### src/design/crmc_pkg.sv
`timescale 1ns / 1ps

package crmc_pkg;

    // Field and datapath widths
    localparam int BOUND_WIDTH  = 20;
    localparam int WORK_WIDTH   = 64;
    localparam int LENGTH_WIDTH = 10;

    // Saturated cycle length
    localparam logic [LENGTH_WIDTH-1:0] LEN_MAX = {LENGTH_WIDTH{1'b1}};

    // Largest work value whose 3n+1 still fits in WORK_WIDTH bits
    localparam logic [WORK_WIDTH-1:0] WORK_MASK    = {WORK_WIDTH{1'b1}};
    localparam logic [WORK_WIDTH-1:0] TRIPLE_LIMIT = (WORK_MASK - WORK_WIDTH'(1)) / 3;

endpackage

### src/design/crmc_req_if.sv
`timescale 1ns / 1ps

interface crmc_req_if;
    import crmc_pkg::*;

    logic                   valid;
    logic                   ready;
    logic [BOUND_WIDTH-1:0] bound_a;
    logic [BOUND_WIDTH-1:0] bound_b;

    modport source (output valid, output bound_a, output bound_b, input ready);
    modport sink   (input valid, input bound_a, input bound_b, output ready);

endinterface

### src/design/crmc_rsp_if.sv
`timescale 1ns / 1ps

interface crmc_rsp_if;
    import crmc_pkg::*;

    logic                    valid;
    logic                    ready;
    logic [LENGTH_WIDTH-1:0] max_length;
    logic                    limit_hit;

    modport source (output valid, output max_length, output limit_hit, input ready);
    modport sink   (input valid, input max_length, input limit_hit, output ready);

endinterface

### src/design/collatz_range_max_cycle_core.sv
`timescale 1ns / 1ps

// Collatz range maximum cycle length.
// req carries two range bounds in either order; rsp returns one transaction per
// request with the largest 3n+1 cycle length over the inclusive range and a flag
// that is set when any walk saturated (length limit or work overflow).
// A start value of zero has length 0.
// The block works on one request at a time: req.ready is high only while the
// sequencer is idle. One shared step unit (shift, or 3n+1 with overflow check)
// advances the walk by one value per cycle. A walk of length L takes L-1 steps
// and is then folded into the running maximum; a zero start takes no steps.
// The result sits in an output register, so a new request is accepted while the
// previous result still waits; if rsp is stalled when the next result is done,
// the sequencer holds it until the output register frees up.
// Reset clears the sequencer and drops any pending result.
module collatz_range_max_cycle_core
(
    input  logic       clk,
    input  logic       rst_n,
    crmc_req_if.sink   req,
    crmc_rsp_if.source rsp
);
    import crmc_pkg::*;

    typedef enum logic [2:0]
    {
        ST_IDLE = 3'b001,
        ST_WALK = 3'b010,
        ST_DONE = 3'b100
    } state_t;

    state_t                  state_reg,    state_next;
    logic [BOUND_WIDTH-1:0]  cur_reg,      cur_next;
    logic [BOUND_WIDTH-1:0]  hi_reg,       hi_next;
    logic [WORK_WIDTH-1:0]   work_reg,     work_next;
    logic [LENGTH_WIDTH-1:0] step_reg,     step_next;
    logic [LENGTH_WIDTH-1:0] best_reg,     best_next;
    logic                    sat_reg,      sat_next;
    logic                    out_valid_reg, out_valid_next;
    logic [LENGTH_WIDTH-1:0] out_len_reg,  out_len_next;
    logic                    out_hit_reg,  out_hit_next;

    logic [BOUND_WIDTH-1:0]  lo_bound;
    logic [BOUND_WIDTH-1:0]  hi_bound;
    logic [BOUND_WIDTH-1:0]  cur_inc;
    logic [WORK_WIDTH-1:0]   triple_sum;
    logic                    walk_end;
    logic                    walk_sat;
    logic [LENGTH_WIDTH-1:0] walk_len;
    logic                    out_free;

    // Order the bounds
    assign lo_bound = (req.bound_a < req.bound_b) ? req.bound_a : req.bound_b;
    assign hi_bound = (req.bound_a < req.bound_b) ? req.bound_b : req.bound_a;

    // Shared step unit
    assign cur_inc    = cur_reg + BOUND_WIDTH'(1);
    assign triple_sum = (work_reg << 1) + work_reg + WORK_WIDTH'(1);

    // Walk termination: reached one (or zero start), length limit, or overflow
    always_comb
    begin
        walk_end = 1'b0;
        walk_sat = 1'b0;
        if (work_reg == WORK_WIDTH'(0) || work_reg == WORK_WIDTH'(1))
        begin
            walk_end = 1'b1;
        end
        else if (step_reg == LEN_MAX)
        begin
            walk_end = 1'b1;
            walk_sat = 1'b1;
        end
        else if (work_reg[0] && work_reg > TRIPLE_LIMIT)
        begin
            walk_end = 1'b1;
            walk_sat = 1'b1;
        end
    end

    assign walk_len = walk_sat ? LEN_MAX : step_reg;
    assign out_free = !out_valid_reg || rsp.ready;

    // Sequencer and datapath
    always_comb
    begin
        state_next     = state_reg;
        cur_next       = cur_reg;
        hi_next        = hi_reg;
        work_next      = work_reg;
        step_next      = step_reg;
        best_next      = best_reg;
        sat_next       = sat_reg;
        out_valid_next = out_valid_reg;
        out_len_next   = out_len_reg;
        out_hit_next   = out_hit_reg;

        // Drop the result once the transaction completes
        if (out_valid_reg && rsp.ready)
        begin
            out_valid_next = 1'b0;
        end

        case (state_reg)
            ST_IDLE:
            begin
                if (req.valid)
                begin
                    cur_next   = lo_bound;
                    hi_next    = hi_bound;
                    work_next  = {{(WORK_WIDTH-BOUND_WIDTH){1'b0}}, lo_bound};
                    step_next  = (lo_bound == BOUND_WIDTH'(0)) ? LENGTH_WIDTH'(0)
                                                               : LENGTH_WIDTH'(1);
                    best_next  = LENGTH_WIDTH'(0);
                    sat_next   = 1'b0;
                    state_next = ST_WALK;
                end
            end
            ST_WALK:
            begin
                if (walk_end)
                begin
                    // Fold the walk into the running maximum
                    if (walk_len > best_reg)
                    begin
                        best_next = walk_len;
                    end
                    if (walk_sat)
                    begin
                        sat_next = 1'b1;
                    end
                    if (cur_reg == hi_reg)
                    begin
                        state_next = ST_DONE;
                    end
                    else
                    begin
                        // Advance to the next start value, never zero here
                        cur_next  = cur_inc;
                        work_next = {{(WORK_WIDTH-BOUND_WIDTH){1'b0}}, cur_inc};
                        step_next = LENGTH_WIDTH'(1);
                    end
                end
                else
                begin
                    work_next = work_reg[0] ? triple_sum : (work_reg >> 1);
                    step_next = step_reg + LENGTH_WIDTH'(1);
                end
            end
            ST_DONE:
            begin
                // Hold the result until the output register is free
                if (out_free)
                begin
                    out_valid_next = 1'b1;
                    out_len_next   = best_reg;
                    out_hit_next   = sat_reg;
                    state_next     = ST_IDLE;
                end
            end
            default:
            begin
                state_next = ST_IDLE;
            end
        endcase
    end

    always_ff @(posedge clk or negedge rst_n)
    begin
        if (!rst_n)
        begin
            state_reg     <= ST_IDLE;
            cur_reg       <= '0;
            hi_reg        <= '0;
            work_reg      <= '0;
            step_reg      <= '0;
            best_reg      <= '0;
            sat_reg       <= 1'b0;
            out_valid_reg <= 1'b0;
            out_len_reg   <= '0;
            out_hit_reg   <= 1'b0;
        end
        else
        begin
            state_reg     <= state_next;
            cur_reg       <= cur_next;
            hi_reg        <= hi_next;
            work_reg      <= work_next;
            step_reg      <= step_next;
            best_reg      <= best_next;
            sat_reg       <= sat_next;
            out_valid_reg <= out_valid_next;
            out_len_reg   <= out_len_next;
            out_hit_reg   <= out_hit_next;
        end
    end

    // Drive the channels
    assign req.ready      = (state_reg == ST_IDLE);
    assign rsp.valid      = out_valid_reg;
    assign rsp.max_length = out_len_reg;
    assign rsp.limit_hit  = out_hit_reg;

    // A saturated walk forces the reported maximum to the limit
    assert property (@(posedge clk) disable iff (!rst_n)
        out_valid_reg && out_hit_reg |-> out_len_reg == LEN_MAX)
    else $error("limit_hit set without saturated max_length");

    // The walk never runs past the upper bound
    assert property (@(posedge clk) disable iff (!rst_n)
        state_reg == ST_WALK |-> cur_reg <= hi_reg)
    else $error("start value beyond upper bound");

    // A zero work value only comes from a zero start with zero length
    assert property (@(posedge clk) disable iff (!rst_n)
        state_reg == ST_WALK && work_reg == WORK_WIDTH'(0)
            |-> cur_reg == BOUND_WIDTH'(0) && step_reg == LENGTH_WIDTH'(0))
    else $error("zero work value on a nonzero start");

    // An accepted request starts a walk
    assert property (@(posedge clk) disable iff (!rst_n)
        req.valid && req.ready |=> state_reg == ST_WALK && best_reg == LENGTH_WIDTH'(0))
    else $error("request accepted without starting a walk");

    // A newly shown result carries the finished maximum
    assert property (@(posedge clk) disable iff (!rst_n)
        $rose(out_valid_reg) |-> out_len_reg == $past(best_reg))
    else $error("result does not match running maximum");

endmodule
### src/flat_wrapper.sv
// flat-port wrapper written by rule: the top's interface ports become plain ports
module collatz_range_max_cycle_core_flat import crmc_pkg::*;
  (clk, rst_n, req_valid, req_bound_a, req_bound_b, req_ready, rsp_valid, rsp_max_length, rsp_limit_hit, rsp_ready);
  crmc_req_if req_i ();
  crmc_rsp_if rsp_i ();
  input  logic clk;
  input  logic rst_n;
  input wire logic [$bits(req_i.valid)-1:0] req_valid;
  input wire logic [$bits(req_i.bound_a)-1:0] req_bound_a;
  input wire logic [$bits(req_i.bound_b)-1:0] req_bound_b;
  output wire logic [$bits(req_i.ready)-1:0] req_ready;
  output wire logic [$bits(rsp_i.valid)-1:0] rsp_valid;
  output wire logic [$bits(rsp_i.max_length)-1:0] rsp_max_length;
  output wire logic [$bits(rsp_i.limit_hit)-1:0] rsp_limit_hit;
  input wire logic [$bits(rsp_i.ready)-1:0] rsp_ready;
  assign req_i.valid = req_valid;
  assign req_i.bound_a = req_bound_a;
  assign req_i.bound_b = req_bound_b;
  assign req_ready = req_i.ready;
  assign rsp_valid = rsp_i.valid;
  assign rsp_max_length = rsp_i.max_length;
  assign rsp_limit_hit = rsp_i.limit_hit;
  assign rsp_i.ready = rsp_ready;
  collatz_range_max_cycle_core u_core (.clk(clk), .rst_n(rst_n), .req(req_i), .rsp(rsp_i));
endmodule
### config.mk
export PLATFORM = sky130hd
export DESIGN_NAME = collatz_range_max_cycle_core_flat
export DESIGN_NICKNAME = d
export VERILOG_FILES = /design/src/design/crmc_pkg.sv /design/src/design/crmc_req_if.sv /design/src/design/crmc_rsp_if.sv /design/src/design/collatz_range_max_cycle_core.sv /design/src/flat_wrapper.sv
export SDC_FILE = /design/constraint.sdc
export NUM_CORES = 1
export LEC_CHECK = 0
export ABC_CLOCK_PERIOD_IN_PS = 5800
export BUFFER_PORTS_ARGS = -buffer_cell sky130_fd_sc_hd__clkbuf_2
export CAP_MARGIN = 0
export CORE_MARGIN = 2
export CORE_UTILIZATION = 63
export CTS_CLUSTER_SIZE = 24
export DETAILED_ROUTE_END_ITERATION = 8
export PLACE_DENSITY = 0.81
export SYNTH_ARGS = -nofsm -noshare
export SYNTH_HDL_FRONTEND = slang
export SYNTH_SLANG_ARGS = --single-unit
### constraint.sdc
create_clock -name clk -period 5.8 [get_ports clk]
set_clock_uncertainty 0.15 [all_clocks]
set_input_delay 0.29 -clock clk [delete_from_list [all_inputs] [get_ports clk]]
set_output_delay 0.29 -clock clk [all_outputs]
set_load 0.005 [all_outputs]
==> impl_metrics.yaml <==
outcome:
  status: "finished clean"
yosys:
  synthAdderAreaFrac: 0.149
  synth_xor_area_frac: 0.0616
  synth_top_family_by_area: "compound AO/OA/AOI/OAI gates"
  synth_seq_area_share: 0.259
  synthesis.area_sq_mm: 0.0135
  syn_nets: 1885
  ys_types: 73
  synth_compound_area_frac: 0.240
  muxShareOfSynthArea: 0.0563
  ys.flop_type: "dfrtp_1"
  synthSimpleGateAreaFrac: 0.174
  synthCells: 1681
  yosys_warnings: 0
  async_flop_share: 1.00
  synth_edf_count: 0
  avgSynthCellArea_sq_um: 8.04
  yosys_register_bits: 140
timing:
  period_needed_ns: 5.26
  rsz0062_at_grt: "false"
  setup-violations-final: 0
  fin_tns_setup_ns: 0
  slew_headroom: 0.129
  tightest_slew_ns: 1.30
  finalMaxSlewViolations: 0
  period_share: 0.906
  max_freq_mhz: 190
  hold_violations: 0
  setup_ws_ns: 0.544
final_layout:
  syn_to_final_growth_pct: 7.33
  num-nets-final: 1883
  largest_reg_flops: 63
  drive_gt1_frac: 0.0816
  multiInputGateArea_sq_mm: 0.00920
  n_fill_cell: 1739
  n_antenna_cell: 0
  ff_latch_area_sq_mm: 0.00351
setup_path:
  end_kind: "flip-flop"
  start_kind: "flip-flop"
  worstSetupPathType: "reg2reg"
  arrival_ns: 5.42
  crit_fanout: 10
  required_ns: 5.97
grt:
  antenna_found_initial: 1
  gr-total-overflow: 0
  grt_pass1_vias: 11900
  grt_pass1_wl_um: 60400
  grt_max_degree: 76
  grt_usage: 0.335
cts:
  clkTransAtPathRegs_ns: 0.07
  cts_tree: "yes"
  cts_buffers: 17
  clock_path_buffers: 2
  insertion_delay_ns: 0.44
  cts_hold_buf: 2
  postCtsSetupBuffers: 0
  cts_resized: 0
  clock_sinks: 140
  cts-root-buf: "clkbuf_16"
  htreeDepth: 4
pwr:
  p_leak_nw: 6.79
  power.density_mw_per_mm2: 419
  ir_worst_vdd_mv: 0.353
drt:
  firstDrtPassIters: 7
  route.detailed.drc: 0
  wl_per_cell_um: 19.3
  vias_per_cell: 6.48
  antenna_left: 0
  totalWireLength_um: 37900
  num_vias: 12800
  drt_iter0_drc: 1170
floorplan:
  start_util: 0.643
  core_area_sq_mm: 0.0210
  floorplan.die_area_sq_mm: 0.0226
  io_pins: 57
  rows: 53
  fp.dieW_um: 150
  die_h_um: 150
placement:
  hpwlAfterDp_um: 27400
  pre_cts_ws_ns: 0.812
  port-buffer-count: 56
  place_congestion: 0.963
run:
  cap_viol_max_count: 0
hold_path:
  worstHoldPathType: "in2reg"
[final cells by class]
| cell class | count | share of cell area |
|---|---|---|
| timing repair buffer | 70 | 0.0273 |
| multi-input combinational | 1334 | 0.634 |
| inverter | 116 | 0.0300 |
| clock inverter | 15 | 0.0135 |
| sequential | 140 | 0.242 |
| clock buffer | 17 | 0.0293 |
| tap | 275 | 0.0237 |
[metrics by stage]
step	instances	hold WS, ns	cell area, sq um	power (mW)	util
finish	1967	0.0371	14500	6.08	0.690
global route	1967	0.0477	14500	6.48	0.690
CTS	1967	0.0386	14500	6.01	0.690
detailed placement	1933	0.230	13900	4.80	0.660
global placement	1933	0.230	13900	4.72	0.660
floorplan	1681	-0.156	13500	3.96	-
[path summary, 6_finish.rpt]
check	from	end	slack [ns]	cells after the start
min	req_bound_b[17]	u_core.hi_reg[17]$_DFFE_PN0P_	0.04	3
max	u_core.work_reg[13]$_DFFE_PN0P_	u_core.best_reg[1]$_DFFE_PN0P_	0.54	21
max in group asynchronous	rst_n	u_core.hi_reg[10]$_DFFE_PN0P_	3.90	3
min reg2reg	u_core.rsp.max_length[5]$_DFFE_PN0P_	u_core.rsp.max_length[5]$_DFFE_PN0P_	0.33	2
max reg2reg	u_core.work_reg[13]$_DFFE_PN0P_	u_core.best_reg[1]$_DFFE_PN0P_	0.54	21
min in group asynchronous	rst_n	u_core.work_reg[44]$_DFFE_PN0P_	0.29	2
[logic make-up (layout without fill, tap and decap cells)]
| family | Yosys count | in the layout |
|---|---|---|
| and+or+nand+nor | 483 | 483 |
| muxes | 71 | 71 |
| adders and majority gates | 160 | 160 |
| AOI/OAI and AO/OA | 525 | 525 |
| xor gates and xnor gates | 95 | 95 |
| buffers and inverters | 207 | 218 |
| DFF | 140 | 140 |
[layout by cell type, fill, tap and decap left out, types with 44 or more instances in the layout]
master	instances
nor3_1	44
mux2i_1	58
a21oi_1	133
ha_1	159
clkbuf_2	55
o21ai_0	170
dfrtp_1	138
nand2_1	122
a21o_1	54
nand3_1	64
xnor2_1	57
inv_1	115
nor2_1	108
[where the power goes]
group | internal [mW] | switching, mW | leakage (nW)
clock network | 0.660 | 0.525 | 0.306
logic | 1.24 | 2.12 | 4.66
registers | 1.22 | 0.319 | 1.83
total | 3.12 | 2.96 | 6.79
[worst max-delay path: stages, from the launching register on]
cell,delay (ns)
dfrtp_1,0.42
inv_1,0.13
ha_1,0.19
nand4_1,0.19
a21oi_1,0.29
o31ai_1,0.11
a31o_2,0.26
a211oi_1,0.44
nand2_1,0.35
nand2b_1,0.22
ha_1,0.27
nor2b_1,0.15
o21a_1,0.16
o21a_1,0.16
o21a_1,0.15
o21ai_0,0.18
nand2b_1,0.08
a21oi_1,0.14
nor2b_1,0.06
o211ai_1,0.17
a211o_1,0.53
mux2_4,0.35
[synth_stat cells (4+ instances only)]
| library cell | n | area (sq um) |
|---|---|---|
| clkbuf_1 | 58 | 218 |
| o21a_1 | 13 | 97.6 |
| buf_1 | 7 | 26.3 |
| nor2b_1 | 19 | 119 |
| a211o_1 | 7 | 61.3 |
| o31ai_1 | 9 | 67.6 |
| a21o_1 | 54 | 405 |
| o21ai_1 | 9 | 45.0 |
| nor2_1 | 109 | 409 |
| o211ai_1 | 20 | 150 |
| nand3_1 | 64 | 320 |
| ha_1 | 159 | 1990 |
| and3_1 | 14 | 87.6 |
| nor4_1 | 16 | 100 |
| dfrtp_1 | 139 | 3480 |
| a31oi_1 | 27 | 169 |
| o22ai_1 | 5 | 31.3 |
| a22oi_1 | 4 | 30.0 |
| a41oi_1 | 5 | 43.8 |
| a21oi_1 | 134 | 671 |
| o21ai_0 | 170 | 851 |
| mux2i_1 | 58 | 581 |
| and2_1 | 9 | 56.3 |
| nand2_1 | 123 | 462 |
| xor2_1 | 38 | 333 |
| a211oi_1 | 17 | 128 |
| o21bai_1 | 10 | 75.1 |
| inv_1 | 115 | 432 |
| nand2b_1 | 24 | 150 |
| mux2_4 | 9 | 135 |
| nand3b_1 | 5 | 37.5 |
| and4_1 | 9 | 78.8 |
| nor3_1 | 44 | 220 |
| xnor2_1 | 57 | 499 |
| nand4_1 | 39 | 244 |
| a21boi_0 | 7 | 52.6 |
| buf_2 | 22 | 110 |
| mux2_2 | 4 | 45.0 |
[layer usage]
layer,vias to the layer above,global-route usage,part of all wire
li1,6003,-,-
met1,6136,0.484,0.44
met2,548,0.530,0.47
met3,67,0.0388,0.070
met4,0,0.0991,0.020
met5,-,0,0
Power figures use the tool's default switching activity.
